### src/hdl/crc_engine_multi_poly_macros.svh
// ----------------------------------------------------------------------------
// crc engine assertion macros
// shared concurrent assertion forms for the crc engine
// ----------------------------------------------------------------------------
`ifndef CRC_ENGINE_MULTI_POLY_MACROS_SVH
`define CRC_ENGINE_MULTI_POLY_MACROS_SVH

// checked out of reset only
`define CEMP_ASSERT(label, prop, msg) \
  label: assert property (@(posedge clk_i) disable iff (!rst_ni) prop) else $error(msg);

// checked at every edge, reset included
`define CEMP_ASSERT_ALWAYS(label, prop, msg) \
  label: assert property (@(posedge clk_i) prop) else $error(msg);

`endif

### src/hdl/cemp_pkg.sv
// ----------------------------------------------------------------------------
// crc engine package
// register map, mode codes and bit helpers shared by the crc engine
// ----------------------------------------------------------------------------
package cemp_pkg;

  localparam int unsigned CrcW    = 32;
  localparam int unsigned AddrW   = 5;
  localparam int unsigned DataW   = 32;

  localparam logic [CrcW-1:0] PolyCcitt = 32'h0000_1021;
  localparam logic [CrcW-1:0] PolyCrc16 = 32'h0000_8005;
  localparam logic [CrcW-1:0] PolyCrc32 = 32'h04C1_1DB7;

  typedef enum logic [1:0] {
    POLY_CCITT = 2'd0,
    POLY_CRC16 = 2'd1,
    POLY_CRC32 = 2'd2
  } poly_sel_e;

  typedef enum logic [1:0] {
    SIZE_BYTE = 2'd0,
    SIZE_HALF = 2'd1,
    SIZE_WORD = 2'd2,
    SIZE_NONE = 2'd3
  } size_e;

  typedef enum logic [2:0] {
    REG_POLY_SELECT      = 3'd0,
    REG_REVERSE_INPUT    = 3'd1,
    REG_COMPLEMENT_INPUT = 3'd2,
    REG_REVERSE_SUM      = 3'd3,
    REG_COMPLEMENT_SUM   = 3'd4,
    REG_SEED_VALUE       = 3'd5
  } reg_idx_e;

  typedef struct packed {
    logic [1:0] poly_select;
    logic       reverse_input;
    logic       complement_input;
    logic       reverse_sum;
    logic       complement_sum;
  } cfg_t;

  typedef struct packed {
    logic            load;
    logic [CrcW-1:0] value;
  } seed_t;

  // code three behaves as the 32 bit polynomial
  function automatic logic crc_wide(logic [1:0] sel);
    logic wide;
    unique case (poly_sel_e'(sel))
      POLY_CCITT: wide = 1'b0;
      POLY_CRC16: wide = 1'b0;
      default:    wide = 1'b1;
    endcase
    return wide;
  endfunction

  function automatic logic [CrcW-1:0] crc_mask(logic [1:0] sel);
    return crc_wide(sel) ? 32'hFFFF_FFFF : 32'h0000_FFFF;
  endfunction

  function automatic logic [CrcW-1:0] crc_poly(logic [1:0] sel);
    logic [CrcW-1:0] poly;
    unique case (poly_sel_e'(sel))
      POLY_CCITT: poly = PolyCcitt;
      POLY_CRC16: poly = PolyCrc16;
      default:    poly = PolyCrc32;
    endcase
    return poly;
  endfunction

  function automatic logic [7:0] rev8(logic [7:0] v);
    logic [7:0] r;
    for (int i = 0; i < 8; i++) begin
      r[i] = v[7-i];
    end
    return r;
  endfunction

  function automatic logic [CrcW-1:0] rev32(logic [CrcW-1:0] v);
    logic [CrcW-1:0] r;
    for (int i = 0; i < CrcW; i++) begin
      r[i] = v[CrcW-1-i];
    end
    return r;
  endfunction

endpackage

### src/hdl/crc_engine_multi_poly.sv
// ----------------------------------------------------------------------------
// crc engine, three polynomials
// register-controlled crc-ccitt / crc-16 / crc-32 over 8, 16 or 32 bit writes
// ----------------------------------------------------------------------------
//  channel  signals                                  direction
//  in       in_valid_i/in_ready_o, data_value_i,     sink
//           data_size_i
//  out      out_valid_o/out_ready_i, checksum_o      source
//  cfg      psel/penable/pwrite/paddr/pwdata/prdata  apb slave, pready tied high
//
//  one transaction a cycle sustained while out_ready_i is high
//  the four byte lanes are combinational between input and result registers
//  reset clears the modes, the seed and the running sum to zero
//  a stalled result holds the input register; inputs stall once both are full
// ----------------------------------------------------------------------------
module crc_engine_multi_poly (
  input  logic                       clk_i,
  input  logic                       rst_ni,
  input  logic                       psel,
  input  logic                       penable,
  input  logic                       pwrite,
  input  logic [cemp_pkg::AddrW-1:0] paddr,
  input  logic [cemp_pkg::DataW-1:0] pwdata,
  output logic [cemp_pkg::DataW-1:0] prdata,
  output logic                       pready,
  input  logic                       in_valid_i,
  output logic                       in_ready_o,
  input  logic [31:0]                data_value_i,
  input  logic [1:0]                 data_size_i,
  output logic                       out_valid_o,
  input  logic                       out_ready_i,
  output logic [31:0]                checksum_o
);

  `include "crc_engine_multi_poly_macros.svh"

  cemp_pkg::cfg_t            cfg;
  cemp_pkg::seed_t           seed;
  logic                      in_valid_q;
  logic [31:0]               data_q;
  logic [1:0]                size_q;
  logic                      out_valid_q;
  logic [31:0]               checksum_q;
  logic [31:0]               checksum_d;
  logic [cemp_pkg::CrcW-1:0] crc_q;
  logic [cemp_pkg::CrcW-1:0] crc_d;
  logic [cemp_pkg::CrcW-1:0] crc_next;
  logic                      advance;
  logic                      in_fire;

  cemp_regs u_regs (
    .clk_i   (clk_i),
    .rst_ni  (rst_ni),
    .psel    (psel),
    .penable (penable),
    .pwrite  (pwrite),
    .paddr   (paddr),
    .pwdata  (pwdata),
    .prdata  (prdata),
    .pready  (pready),
    .cfg_o   (cfg),
    .seed_o  (seed)
  );

  cemp_update u_update (
    .crc_i  (crc_q),
    .data_i (data_q),
    .size_i (size_q),
    .cfg_i  (cfg),
    .crc_o  (crc_next),
    .sum_o  (checksum_d)
  );

  assign advance    = in_valid_q && (!out_valid_q || out_ready_i);
  assign in_ready_o = !in_valid_q || advance;
  assign in_fire    = in_valid_i && in_ready_o;

  always_comb begin
    crc_d = crc_q;
    if (seed.load) begin
      crc_d = seed.value;
    end else if (advance) begin
      crc_d = crc_next;
    end
  end

  always_ff @(posedge clk_i or negedge rst_ni) begin
    if (!rst_ni) begin
      in_valid_q  <= 1'b0;
      out_valid_q <= 1'b0;
      crc_q       <= '0;
    end else begin
      crc_q <= crc_d;
      if (in_fire) begin
        in_valid_q <= 1'b1;
      end else if (advance) begin
        in_valid_q <= 1'b0;
      end
      if (advance) begin
        out_valid_q <= 1'b1;
      end else if (out_ready_i) begin
        out_valid_q <= 1'b0;
      end
    end
  end

  always_ff @(posedge clk_i) begin
    if (in_fire) begin
      data_q <= data_value_i;
      size_q <= data_size_i;
    end
    if (advance) begin
      checksum_q <= checksum_d;
    end
  end

  assign out_valid_o = out_valid_q;
  assign checksum_o  = checksum_q;

  `CEMP_ASSERT_ALWAYS(a_reset_no_result, !rst_ni |=> !out_valid_o, "result valid in reset")
  `CEMP_ASSERT(a_narrow_upper_zero,
    out_valid_o && !cemp_pkg::crc_wide(cfg.poly_select) |-> checksum_o[31:16] == 16'h0,
    "upper bits set on a 16 bit sum")
  `CEMP_ASSERT(a_size_none_holds,
    advance && size_q == cemp_pkg::SIZE_NONE && !seed.load |=> crc_q == $past(crc_q),
    "ignored width changed the running sum")
  `CEMP_ASSERT(a_stall_keeps_input,
    in_valid_q && out_valid_q && !out_ready_i |=> in_valid_q,
    "input register dropped during output stall")
  `CEMP_ASSERT(a_result_from_input,
    $rose(out_valid_q) |-> $past(in_valid_q),
    "result raised without a pending transaction")

endmodule

### src/hdl/cemp_regs.sv
// ----------------------------------------------------------------------------
// crc engine register block
// apb-style mode and seed registers; a seed write raises a load strobe
// ----------------------------------------------------------------------------
module cemp_regs (
  input  logic                       clk_i,
  input  logic                       rst_ni,
  input  logic                       psel,
  input  logic                       penable,
  input  logic                       pwrite,
  input  logic [cemp_pkg::AddrW-1:0] paddr,
  input  logic [cemp_pkg::DataW-1:0] pwdata,
  output logic [cemp_pkg::DataW-1:0] prdata,
  output logic                       pready,
  output cemp_pkg::cfg_t             cfg_o,
  output cemp_pkg::seed_t            seed_o
);

  cemp_pkg::cfg_t              cfg_q;
  cemp_pkg::cfg_t              cfg_d;
  logic [cemp_pkg::CrcW-1:0]   seed_q;
  logic [cemp_pkg::CrcW-1:0]   seed_d;
  logic                        wr_en;
  logic                        seed_wr;
  logic [2:0]                  reg_idx;

  assign pready  = 1'b1;
  assign wr_en   = psel && penable && pwrite && pready;
  assign reg_idx = paddr[4:2];

  always_comb begin
    cfg_d   = cfg_q;
    seed_d  = seed_q;
    seed_wr = 1'b0;
    if (wr_en) begin
      unique case (reg_idx)
        cemp_pkg::REG_POLY_SELECT:      cfg_d.poly_select      = pwdata[1:0];
        cemp_pkg::REG_REVERSE_INPUT:    cfg_d.reverse_input    = pwdata[0];
        cemp_pkg::REG_COMPLEMENT_INPUT: cfg_d.complement_input = pwdata[0];
        cemp_pkg::REG_REVERSE_SUM:      cfg_d.reverse_sum      = pwdata[0];
        cemp_pkg::REG_COMPLEMENT_SUM:   cfg_d.complement_sum   = pwdata[0];
        cemp_pkg::REG_SEED_VALUE: begin
          seed_d  = pwdata;
          seed_wr = 1'b1;
        end
        default: ;
      endcase
    end
  end

  always_ff @(posedge clk_i or negedge rst_ni) begin
    if (!rst_ni) begin
      cfg_q  <= '0;
      seed_q <= '0;
    end else begin
      cfg_q  <= cfg_d;
      seed_q <= seed_d;
    end
  end

  always_comb begin
    prdata = '0;
    unique case (reg_idx)
      cemp_pkg::REG_POLY_SELECT:      prdata[1:0] = cfg_q.poly_select;
      cemp_pkg::REG_REVERSE_INPUT:    prdata[0]   = cfg_q.reverse_input;
      cemp_pkg::REG_COMPLEMENT_INPUT: prdata[0]   = cfg_q.complement_input;
      cemp_pkg::REG_REVERSE_SUM:      prdata[0]   = cfg_q.reverse_sum;
      cemp_pkg::REG_COMPLEMENT_SUM:   prdata[0]   = cfg_q.complement_sum;
      cemp_pkg::REG_SEED_VALUE:       prdata      = seed_q;
      default: ;
    endcase
  end

  // the running sum picks the seed up in the same edge as the register
  assign cfg_o        = cfg_q;
  assign seed_o.load  = seed_wr;
  assign seed_o.value = pwdata & cemp_pkg::crc_mask(cfg_q.poly_select);

endmodule

### src/hdl/cemp_byte.sv
// ----------------------------------------------------------------------------
// crc engine byte lane
// folds one data byte into the sum, msb first, at 16 or 32 bit width
// ----------------------------------------------------------------------------
module cemp_byte (
  input  logic [cemp_pkg::CrcW-1:0] crc_i,
  input  logic [7:0]                byte_i,
  input  logic                      en_i,
  input  cemp_pkg::cfg_t            cfg_i,
  output logic [cemp_pkg::CrcW-1:0] crc_o
);

  logic                      wide;
  logic [cemp_pkg::CrcW-1:0] mask;
  logic [cemp_pkg::CrcW-1:0] poly;
  logic [7:0]                b_inv;
  logic [7:0]                b_use;
  logic [cemp_pkg::CrcW-1:0] crc_w;
  logic                      top;

  assign wide  = cemp_pkg::crc_wide(cfg_i.poly_select);
  assign mask  = cemp_pkg::crc_mask(cfg_i.poly_select);
  assign poly  = cemp_pkg::crc_poly(cfg_i.poly_select);
  assign b_inv = cfg_i.complement_input ? ~byte_i : byte_i;
  assign b_use = cfg_i.reverse_input ? cemp_pkg::rev8(b_inv) : b_inv;

  always_comb begin
    crc_w = crc_i & mask;
    crc_w = crc_w ^ (wide ? {b_use, 24'h0} : {16'h0, b_use, 8'h0});
    top   = 1'b0;
    for (int i = 0; i < 8; i++) begin
      top   = wide ? crc_w[31] : crc_w[15];
      crc_w = (crc_w << 1) & mask;
      if (top) begin
        crc_w = crc_w ^ poly;
      end
    end
    // a disabled lane leaves the sum untouched, unmasked
    crc_o = en_i ? crc_w : crc_i;
  end

endmodule

### src/hdl/cemp_update.sv
// ----------------------------------------------------------------------------
// crc engine update
// chains four byte lanes, lsb byte first, and formats the read sum
// ----------------------------------------------------------------------------
module cemp_update (
  input  logic [cemp_pkg::CrcW-1:0]  crc_i,
  input  logic [cemp_pkg::DataW-1:0] data_i,
  input  logic [1:0]                 size_i,
  input  cemp_pkg::cfg_t             cfg_i,
  output logic [cemp_pkg::CrcW-1:0]  crc_o,
  output logic [cemp_pkg::CrcW-1:0]  sum_o
);

  logic [cemp_pkg::CrcW-1:0] chain [0:4];
  logic [3:0]                lane_en;
  logic [cemp_pkg::CrcW-1:0] mask;
  logic [cemp_pkg::CrcW-1:0] sum_m;
  logic [cemp_pkg::CrcW-1:0] sum_rev;
  logic [cemp_pkg::CrcW-1:0] sum_r;

  always_comb begin
    unique case (cemp_pkg::size_e'(size_i))
      cemp_pkg::SIZE_BYTE: lane_en = 4'b0001;
      cemp_pkg::SIZE_HALF: lane_en = 4'b0011;
      cemp_pkg::SIZE_WORD: lane_en = 4'b1111;
      cemp_pkg::SIZE_NONE: lane_en = 4'b0000;
      default:             lane_en = 4'b0000;
    endcase
  end

  assign chain[0] = crc_i;

  for (genvar g = 0; g < 4; g++) begin : g_lane
    cemp_byte u_byte (
      .crc_i  (chain[g]),
      .byte_i (data_i[8*g +: 8]),
      .en_i   (lane_en[g]),
      .cfg_i  (cfg_i),
      .crc_o  (chain[g+1])
    );
  end

  assign crc_o = chain[4];

  // narrow sums reverse across the low 16 bits only
  assign mask    = cemp_pkg::crc_mask(cfg_i.poly_select);
  assign sum_m   = chain[4] & mask;
  assign sum_rev = cemp_pkg::rev32(sum_m);
  assign sum_r   = !cfg_i.reverse_sum ? sum_m :
                   cemp_pkg::crc_wide(cfg_i.poly_select) ? sum_rev :
                   {16'h0, sum_rev[31:16]};
  assign sum_o   = (cfg_i.complement_sum ? ~sum_r : sum_r) & mask;

endmodule
### config.mk
export PLATFORM = sky130hd
export DESIGN_NAME = crc_engine_multi_poly
export DESIGN_NICKNAME = d
export VERILOG_FILES = /design/src/hdl/cemp_pkg.sv /design/src/hdl/crc_engine_multi_poly.sv /design/src/hdl/cemp_regs.sv /design/src/hdl/cemp_byte.sv /design/src/hdl/cemp_update.sv
export VERILOG_INCLUDE_DIRS = /design/src /design/src/hdl
export SDC_FILE = /design/constraint.sdc
export NUM_CORES = 1
export LEC_CHECK = 0
export ABC_AREA = 1
export BUFFER_PORTS_ARGS = -buffer_cell sky130_fd_sc_hd__buf_2
export CAP_MARGIN = 20
export CELL_PAD_IN_SITES_DETAIL_PLACEMENT = 0
export CELL_PAD_IN_SITES_GLOBAL_PLACEMENT = 1
export CORE_MARGIN = 4
export CORE_UTILIZATION = 40
export CTS_BUF_LIST = sky130_fd_sc_hd__clkbuf_16
export CTS_CLUSTER_DIAMETER = 40
export DETAILED_ROUTE_END_ITERATION = 10
export PLACE_DENSITY_LB_ADDON = 0.1
export SLEW_MARGIN = 20
export SYNTH_ARGS = -nofsm -noshare
export SYNTH_HDL_FRONTEND = slang
export SYNTH_SLANG_ARGS = --single-unit
### constraint.sdc
create_clock -name clk_i -period 15.9 [get_ports clk_i]
set_input_delay 3.18 -clock clk_i [delete_from_list [all_inputs] [get_ports clk_i]]
set_output_delay 3.18 -clock clk_i [all_outputs]
set_load 0.1 [all_outputs]
* Word-level counts from Yosys, hierarchy flattened *
Index checks and enable logic that the tools add are counted.

storage, ports and cells
  latch bits = 0
  RAM bits = 0
  ROM bits = 0
  flip-flop bits (word level) = 138
  output and inout bits = 67
  memories kept = 0

operators by class
  mux-type cells = 97
  div/mod/pow operators = 0
  reduce and logical (&&, ||, !) cells = 21
  add/sub/neg operators = 0
  multiply operators = 0
  magnitude comparators = 0
  equal/unequal tests = 9
  shift operators = 0
  bitwise operators = 80

operator list
  cell                  number
  $mux W32              46
  $and A32 B32 Y32      39
  $xor A32 B32 Y32      27
  $xor A32 B27 Y32      9
  $mux W8               8
  $pmux W27 S2          1
  $mux W1               38
  $not A32 Y32          1
  $not A8 Y8            4
  $mux W30              1
  $pmux W4 S4           1
  $reduce_and A2 Y1     6
  $eq A3 B2 Y1 const B  2
  $eq A3 B3 Y1 const B  2
  $pmux W1 S6           1
  $reduce_bool A2 Y1    3
  $eq A2 B1 Y1 const B  2
  $eq A2 B2 Y1 const B  2
  $logic_and A1 B1 Y1   4
  $logic_not A2 Y1      2
  $eq A3 B1 Y1 const B  1
  $logic_not A3 Y1      1
  $logic_not A1 Y1      2
  $logic_or A1 B1 Y1    2
  2 further kinds       2

* Longest topological paths before layout *
Gate-level depths: netlist of run 1.

  word-level depth = 117
  mapped depth = 112
  gate-level depth less buffers = 111

* Modules after synthesis *
Synthesis of run 1 repeated with hierarchy kept, for this count alone.

unflattened totals
  cell total of the unflattened synthesis = 2649
  area, all modules = 17107.7 µm²

by module, submodules not included
  module                                      instances  area each (µm²)  cells each
  cemp_byte at u_update.g_lane[1].u_byte ...  3          2501.1           447
  crc_engine_multi_poly                       1          3867.5           320
  cemp_byte at u_update.g_lane[0].u_byte      1          2521.2           463
  cemp_regs                                   1          2020.7           272
  cemp_update                                 1          1194.9           253

* Least setup slack after synthesis of run 1 *
No wires, ideal clock.

  path kind = register to register
  from = register u_regs.cfg_q (netlist bit u_regs.cfg_o[5])
  to = register checksum_q[11], in the netlist checksum_o[11] (data pin)
  stages on the path, launching flop included = 94
  arrival = 8.925 ns
  library setup time = 0.274 ns
  path slack = 6.702 ns
  data required time = 15.626 ns
  path through = dfrtp_1 > buf_6 > o21ai_0 > nand3_2 > nand2_4 > nand2_2 > nand2_2 > nand3_2 > nand2_2 > nand3_1 > nand2_1 > nand3_2 > nand2_2 > inv_2 > nand2_1 > nand2_1 > nor2_2 > xor2_1 > [58 not listed] > nand2_4 > nand2_1 > nand3_2 > nand2_1 > inv_2 > nand2_1 > nand2_1 > nand2_1 > nand2_1 > nand2_1 > nand2_1 > xor2_1 > inv_1 > o21ai_1 > nand2_1 > nand2_1 > nand2_1 > xor2_1

on the way
  longest elaborated chain between the ends = 116
  elaborated cells between the ends (all ways) = 155
  classes of those cells = eq/ne (1); mux (77); bitwise (75); reduce/logical (2)

RTL lines
  item                                              line                            text
  from (decl)                                       cemp_regs.sv:19                 cemp_pkg::cfg_t cfg_q;
  from (signal assigned)                            cemp_regs.sv:56                 cfg_q <= cfg_d;
  $eq A2 B1 Y1 or $logic_not A2 Y1 (tied branches)  cemp_pkg.sv:53, cemp_pkg.sv:67
  $reduce_or A2 Y1 (no source line)                 --
  $mux W32                                          cemp_pkg.sv:62                  return crc_wide(sel) ? 32'hFFFF_FFFF : 32'h0000_FFFF;
  $and A32 B32 Y32                                  cemp_byte.sv:28                 crc_w = crc_i & mask;
  $xor A32 B32 Y32                                  cemp_byte.sv:29                 crc_w = crc_w ^ (wide ? {b_use, 24'h0} : {16'h0, b_use, 8'h0});
  $and A32 B32 Y32                                  cemp_byte.sv:33                 crc_w = (crc_w << 1) & mask;
  $xor A32 B27 Y32                                  cemp_byte.sv:35                 crc_w = crc_w ^ poly;
  $mux W32                                          cemp_byte.sv:34                 if (top) begin
  [101 not listed]                                  --
  $mux W32                                          cemp_byte.sv:39                 crc_o = en_i ? crc_w : crc_i;
  $and A32 B32 Y32                                  cemp_update.sv:47               assign sum_m = chain[4] & mask;
  $mux W32                                          cemp_update.sv:50               cemp_pkg::crc_wide(cfg_i.poly_select) ? sum_rev :
  $mux W32 (*)                                      cemp_update.sv:49               assign sum_r = !cfg_i.reverse_sum ? sum_m :
  $not A32 Y32                                      cemp_update.sv:52               assign sum_o = (cfg_i.complement_sum ? ~sum_r : sum_r) & mask;
  $mux W32 (*)                                      cemp_update.sv:52
  $and A32 B32 Y32 (*)                              cemp_update.sv:52
  named net checksum_d[11]                          crc_engine_multi_poly.sv:44     logic [31:0] checksum_d;
  to (signal assigned)                              crc_engine_multi_poly.sv:113    checksum_q <= checksum_d;
  to (decl)                                         crc_engine_multi_poly.sv:43     logic [31:0] checksum_q;

The timed path passes the listed nets; every way through them passes the cells marked *.
A chain may end at the register's enable or synchronous reset.

* Worst setup path after layout of run 1 *
  from = register u_regs.cfg_q (netlist bit u_regs.cfg_o[2])
  to = register checksum_q[23], in the netlist checksum_o[23] (data pin)

on the way
  longest elaborated chain between the ends = 115
  elaborated cells between the ends (all ways) = 157
  classes of those cells = mux (83); bitwise (74)

RTL lines
  item                      line                         text
  $mux W8                   cemp_byte.sv:24              assign b_inv = cfg_i.complement_input ? ~byte_i : byte_i;
  $mux W8                   cemp_byte.sv:25              assign b_use = cfg_i.reverse_input ? cemp_pkg::rev8(b_inv) : b_inv;
  $mux W32                  cemp_byte.sv:29
  $xor A32 B32 Y32          cemp_byte.sv:29
  $and A32 B32 Y32          cemp_byte.sv:33
  $xor A32 B27 Y32          cemp_byte.sv:35
  $mux W32                  cemp_byte.sv:34
  $and A32 B32 Y32          cemp_byte.sv:33
  [100 not listed]          --
  $mux W32 (*)              cemp_byte.sv:39
  $and A32 B32 Y32 (*)      cemp_update.sv:47
  $mux W32                  cemp_update.sv:50
  $mux W32 (*)              cemp_update.sv:49
  $not A32 Y32              cemp_update.sv:52
  $mux W32 (*)              cemp_update.sv:52
  $and A32 B32 Y32 (*)      cemp_update.sv:52
  named net checksum_d[23]  crc_engine_multi_poly.sv:44

Marked as above.

==> results of run 1 <==
-- worst max-delay path: cells and delay by family (launching register included) --
kind                      cells  cell delay, ns
AOI/OAI and AO/OA             5            1.22
xor gates and xnor gates      2            0.56
buffers and inverters         3            0.73
DFF                           1            0.53
and+or+nand+nor              84            9.99
-- logic make-up (layout without fill, tap and decap cells) --
family	count (synthesis)	count (layout)	share of synthesized area
xor gates and xnor gates	323	323	0.186
other	1	1	0.000244
adders and majority gates	2	2	0.00163
buffers and inverters	342	442	0.0923
AOI/OAI and AO/OA	384	384	0.140
and+or+nand+nor	1144	1144	0.334
DFF	138	138	0.246
-- cell type report --
type / count / area (sq um)
clock inverter: 15 / 164
sequential: 138 / 3790
tap: 511 / 639
multi-input combinational: 1854 / 10200
clock buffer: 17 / 425
timing repair buffer: 167 / 923
fill: 4049 / 20700
inverter: 243 / 917
-- worst paths after layout --
path                                       from          endpoint  slack [ns]  cells after the start
worst max-delay path            u_regs.cfg_o[2]    checksum_o[23]        2.54                     94
worst min-delay path                  crc_q[24]         crc_q[24]        0.50                      2
worst max register to register  u_regs.cfg_o[2]    checksum_o[23]        2.54                     94
worst min register to register        crc_q[24]         crc_q[24]        0.50                      2
max in group asynchronous                rst_ni   u_regs.cfg_o[5]       12.30                      1
min in group asynchronous                rst_ni  u_regs.seed_q[4]        2.88                      1
-- routing by layer --
metal	up-vias	routed length, um
met3	97	4570
met1	7263	28600
met5	-	14
li1	7673	-
met2	617	26700
met4	4	2010
-- state kept, by name, summed over array words and instances (netlist names) --
name,count
in_valid_q,1
checksum_o,32
data_q,32
out_valid_o,1
u_regs.cfg_o,6
crc_q,32
u_regs.seed_q,32
size_q,2
-- cell usage after synthesis, drive strengths merged (2+ instances only) --
library cell	n
a21boi	4
inv	239
ha	2
clkinv	4
a22o	3
o221ai	11
or2	28
and2	3
xor2	218
nand3b	2
clkbuf	43
buf	56
a21oi	73
o211ai	23
nand4	7
nor2	183
o21ai	230
a31oi	19
xnor2	105
dfrtp	72
o22ai	12
nor3	5
nand3	198
edfxtp	66
nand2	716
a32o	2
-- layout by cell type, fill, tap and decap left out, types with 49 or more instances in the layout --
cell / n
a21oi_1: 72
buf_2: 140
dfrtp_1: 70
edfxtp_1: 66
inv_1: 214
nand2_1: 656
nand2_2: 49
nand3_1: 165
nor2_1: 171
o21ai_0: 193
xnor2_1: 104
xor2_1: 215
-- metrics by stage --
| step | setup WS [ns] | hold WS, ns | instance area [sq um] | utilization | instances |
|---|---|---|---|---|---|
| CTS | 2.64 | 0.497 | 17000 | 0.450 | 2943 |
| global route | 1.19 | 0.535 | 17000 | 0.451 | 2945 |
| finish | 2.54 | 0.500 | 17000 | 0.451 | 2945 |
| detailed placement | 2.71 | 0.478 | 16400 | 0.435 | 2911 |
| global placement | 2.89 | 0.472 | 16400 | 0.435 | 2911 |
| floorplan | 6.70 | 0.453 | 15400 | - | 2334 |
==> impl_metrics.py, run 1 <==
metrics = {
    "run_status": {
        "status": "complete, no violations",
    },
    "yosys": {
        "synth_flop_cell": "dfrtp_1",
        "synth.yosys.seq_area_share": 0.246,
        "ys_top_cells_by_area": "nand2_1 16%, edfxtp_1 13%, xor2_1 12%",
        "ys_ff_latch": 138,
        "avgSynthCellArea_sq_um": 6.59,
        "syn-cell-area_sq_um": 15400,
        "synth_area_leader_cell": "nand2_1",
        "yosys_warnings": 0,
        "syn_nets": 2414,
        "yosys.cell_types.count": 57,
        "synth_top_area_share": 0.160,
        "ys_async_sr_fraction": 0.522,
        "synth_cells": 2334,
        "synth_edf_count": 66,
    },
    "timing": {
        "max_slew_margin": 0.273,
        "fin_worst_skew_ns": 0.0246,
        "drv_slew": 0,
        "setup-tns-final_ns": 0,
        "tightestPinTransition_ns": 1.09,
        "rsz0062_at_grt": "no",
        "fmax_ghz": 0.0748,
        "timing.final.crit_share": 0.840,
        "finalHoldViolCount": 0,
        "fin_crit_ns": 13.36,
        "setup_viol": 0,
    },
    "global_routing": {
        "grt_usage": 0.293,
        "grt.met2_usage": 0.442,
        "antenna_found_initial": 2,
        "overflow": 0,
        "grt_pass1_wl_um": 91200,
        "grt_start_max_net_pins": 75,
        "gr-usage-met3": 0.0501,
        "grt_pass1_vias": 14400,
        "grt_use_met1": 0.428,
        "top_usage_layer": "met2",
    },
    "placement": {
        "io_buffer_count": 141,
        "gp_congestion": 0.956,
        "hpwl_um": 48300,
    },
    "floorplan": {
        "die_width_um": 204,
        "ioPinCount": 145,
        "dieArea_sq_um": 41600,
        "core_sq_um": 37800,
        "rows": 71,
        "fp.dieH_um": 204,
        "start_util": 0.407,
    },
    "setup_path": {
        "cp-end-kind": "flip-flop",
        "worstPathArrival_ns": 13.56,
        "slowest_delay_ns": 0.59,
        "critPathKind": "flip-flop to flip-flop",
        "required_ns": 16.10,
        "crit_path_start_kind": "flip-flop",
        "crit_path_frequent_cell": "nand2_1",
        "slowest_stage": "buf_4",
        "cp_max_fo": 29,
    },
    "finish": {
        "syn_to_final_growth_pct": 10.8,
        "nets": 2501,
        "antenna_cells": 0,
        "drive_gt1_frac": 0.151,
    },
    "cts": {
        "cts_tree": "yes",
        "cts_setup_buffers": 0,
        "numCtsBuffers": 17,
        "clkTransAtPathRegs_ns": 0.08,
        "h-tree-depth": 4,
        "clock_latency_ns": 0.47,
        "hold_buffers": 0,
        "cts_resized": 0,
        "cts-root-buf": "clkbuf_16",
        "clock_sinks": 138,
        "cts_buffer_depth": 2,
    },
    "run": {
        "cap_violations": 0,
    },
    "routing": {
        "num_vias": 15700,
        "drc": 0,
        "finalWirelength_um": 61900,
        "wl_per_cell_um": 21.0,
        "drtIter0Drc": 1553,
        "ant_nets": 0,
        "first_pass_iters": 8,
        "vias_per_cell": 5.32,
    },
    "hold_path": {
        "hold_class": "flip-flop to flip-flop",
    },
}
Power of run 1 is not shown: default switching activity piles up to over one toggle a cycle in this logic, so the estimate is an artifact.
==> run 2, diff against run 1 <==
--- a/config.mk
+++ b/config.mk
@@ -6,7 +6,7 @@
 export SDC_FILE = /design/constraint.sdc
 export NUM_CORES = 1
 export LEC_CHECK = 0
-export ABC_AREA = 1
+export ABC_AREA = 0
 export BUFFER_PORTS_ARGS = -buffer_cell sky130_fd_sc_hd__buf_2
 export CAP_MARGIN = 20
 export CELL_PAD_IN_SITES_DETAIL_PLACEMENT = 0
==> constraint.sdc (replaced) <==
create_clock -name clk_i -period 12.73 [get_ports clk_i]
set_input_delay 2.546 -clock clk_i [delete_from_list [all_inputs] [get_ports clk_i]]
set_output_delay 2.546 -clock clk_i [all_outputs]
set_load 0.1 [all_outputs]
==> run 2 against run 1 <==
Setup slack worse by 1.5 ns. Die area is 14% higher. Register-to-register slack worse by 1.5 ns. Utilization decreased by 0.19 points. Synthesized cell count is 7.8% lower. First-iteration DRC count increased by 16%. Non-clock buffer count grew 27. Sequential share of layout area shrank 2.7 points. Synthesized area increased by 14%. Design area up 14%. Critical path depth fell by 65.
==> impl_metrics.py, run 2 <==
metrics = {
    "run_status": {
        "status": "complete, no violations",
    },
    "placement": {
        "gp_congestion": 0.934,
        "io_buffer_count": 141,
        "hpwl_um": 54400,
    },
    "cts": {
        "cts_tree": "yes",
        "clock_sinks": 138,
        "cts_resized": 0,
        "cts_buffer_depth": 2,
        "clkTransAtPathRegs_ns": 0.06,
        "cts-root-buf": "clkbuf_16",
        "hold_buffers": 0,
        "clock_latency_ns": 0.45,
        "h-tree-depth": 4,
        "numCtsBuffers": 17,
        "cts_setup_buffers": 0,
    },
    "routing": {
        "wl_per_cell_um": 25.0,
        "finalWirelength_um": 70600,
        "first_pass_iters": 6,
        "vias_per_cell": 5.95,
        "drtIter0Drc": 1800,
        "num_vias": 16800,
        "drc": 0,
        "ant_nets": 0,
    },
    "timing": {
        "fin_worst_skew_ns": 0.0150,
        "setup_viol": 0,
        "tightestPinTransition_ns": 1.09,
        "fin_crit_ns": 11.67,
        "rsz0062_at_grt": "no",
        "max_slew_margin": 0.270,
        "fmax_ghz": 0.0857,
        "setup-tns-final_ns": 0,
        "timing.final.crit_share": 0.916,
        "finalHoldViolCount": 0,
        "drv_slew": 0,
    },
    "global_routing": {
        "antenna_found_initial": 3,
        "overflow": 0,
        "grt_start_max_net_pins": 73,
        "grt_pass1_wl_um": 103000,
        "grt_pass1_vias": 16000,
        "grt_usage": 0.290,
    },
    "yosys": {
        "synth.yosys.seq_area_share": 0.215,
        "ys_top_cells_by_area": "xnor2_1 16%, edfxtp_1 11%, dfrtp_1 10%",
        "avgSynthCellArea_sq_um": 8.17,
        "syn-cell-area_sq_um": 17600,
        "synth_flop_cell": "dfrtp_1",
        "synth_top_area_share": 0.161,
        "ys_async_sr_fraction": 0.522,
        "syn_nets": 2233,
        "synth_edf_count": 66,
        "ys_ff_latch": 138,
        "yosys_warnings": 0,
        "synth.most_common_cell": "xnor2_1",
        "synth_area_leader_cell": "xnor2_1",
        "synth_common_cells": "323 x xnor2_1, 272 x nand2_1, 161 x nor2_1, 120 x o21ai_0",
        "synth_cells": 2153,
        "yosys.cell_types.count": 102,
    },
    "setup_path": {
        "crit_end": "checksum_o[0]",
        "rrSetupSlack_ns": 1.06,
        "worstPathArrival_ns": 11.87,
        "reg2reg_from": "u_regs.cfg_o[2]",
        "cp_max_fo": 18,
        "crit_path_start_kind": "flip-flop",
        "crit_path_frequent_cell": "mux2i_1",
        "required_ns": 12.93,
        "critPathKind": "flip-flop to flip-flop",
        "slowest_delay_ns": 0.68,
        "slowest_stage": "xnor3_1",
        "worst_r2r_path_depth": 29,
        "r2r-end": "checksum_o[0]",
        "cp-end-kind": "flip-flop",
        "critPathLaunch": "u_regs.cfg_o[2]",
    },
    "floorplan": {
        "fp.dieH_um": 218,
        "start_util": 0.407,
        "die_width_um": 218,
        "core_sq_um": 43300,
        "dieArea_sq_um": 47400,
        "rows": 76,
        "ioPinCount": 145,
    },
    "run": {
        "cap_violations": 0,
    },
    "finish": {
        "final_common_cell": "xnor2_1",
        "drive_gt1_frac": 0.142,
        "fillCellCount": 4413,
        "syn_to_final_growth_pct": 10.5,
        "nets": 2304,
        "layout_common_cells": "323 x xnor2_1, 272 x nand2_1, 159 x nor2_1",
    },
    "hold_path": {
        "hold_class": "flip-flop to flip-flop",
        "hp-start": "u_regs.seed_q[22]",
    },
}
-- run 2: changes by cell type after synthesis, sizes merged, moves of 47 or more --
cell,previous run,this run
nand2,716,272
xnor3,0,47
inv,239,22
o21ai,230,123
nor3,5,65
and2,3,64
xor2,218,85
mux2i,0,97
xnor2,105,329
clkbuf,43,112
nand3,198,63
-- run 2: critical path, delay by kind of cell, from the launching register on --
family | cells | cell delay, ns
xor gates and xnor gates | 6 | 3.02
muxes | 6 | 2.46
AOI/OAI and AO/OA | 9 | 2.83
DFF | 1 | 0.67
buffers and inverters | 2 | 0.48
and+or+nand+nor | 6 | 1.95
-- run 2: how the worst min path moves through the flow --
stage,to,slack (ns),cells after the start
after floorplan,u_regs.seed_q[16],0.44,2
after global placement,u_regs.seed_q[28],0.45,2
after detailed placement,u_regs.seed_q[22],0.46,2
after CTS,u_regs.seed_q[22],0.47,2
after global routing,u_regs.seed_q[19],0.49,2
final,u_regs.seed_q[22],0.47,2
-- run 2: stage by stage --
step                hold slack (ns)  setup slack [ns]  instances  cell area (sq um)   util
finish                        0.471              1.06       2825              19400  0.449
global route                  0.487             0.368       2822              19400  0.449
CTS                           0.471              1.17       2822              19400  0.449
detailed placement            0.455              1.18       2790              18900  0.436
global placement              0.452              1.36       2790              18900  0.436
floorplan                     0.437              3.69       2153              17600      -
-- run 2: cell type report --
cell class	instances	area, sq um	area share
Clock inverter	14	93.8	0.00483
Inverter	25	97.6	0.00502
Sequential cell	138	3790	0.195
Antenna cell	3	7.51	0.000386
Timing Repair Buffer	194	1110	0.0569
Multi-Input combinational cell	1848	13200	0.677
Tap cell	585	732	0.0377
Clock buffer	18	450	0.0232
-- run 2: cells by family (layout without fill, tap and decap cells) --
family | count (synthesis) | count (layout) | synth area share
multiplexers | 114 | 114 | 0.0700
flip-flops | 138 | 138 | 0.215
AND/OR/NAND/NOR | 761 | 761 | 0.205
adder cells (fa/ha/maj) | 2 | 2 | 0.00142
buffers and inverters | 167 | 251 | 0.0383
other | 1 | 4 | 0.000213
XOR/XNOR | 462 | 462 | 0.274
AO/OA/AOI/OAI | 508 | 508 | 0.197
-- run 2: layer usage --
| metal | GRT usage | routed length [um] |
|---|---|---|
| met2 | 0.447 | 31500 |
| met3 | 0.0559 | 5660 |
| met1 | 0.408 | 30900 |
| met5 | 0 | 0 |
| met4 | 0.100 | 2520 |
Power of run 2 is left out for the same reason.
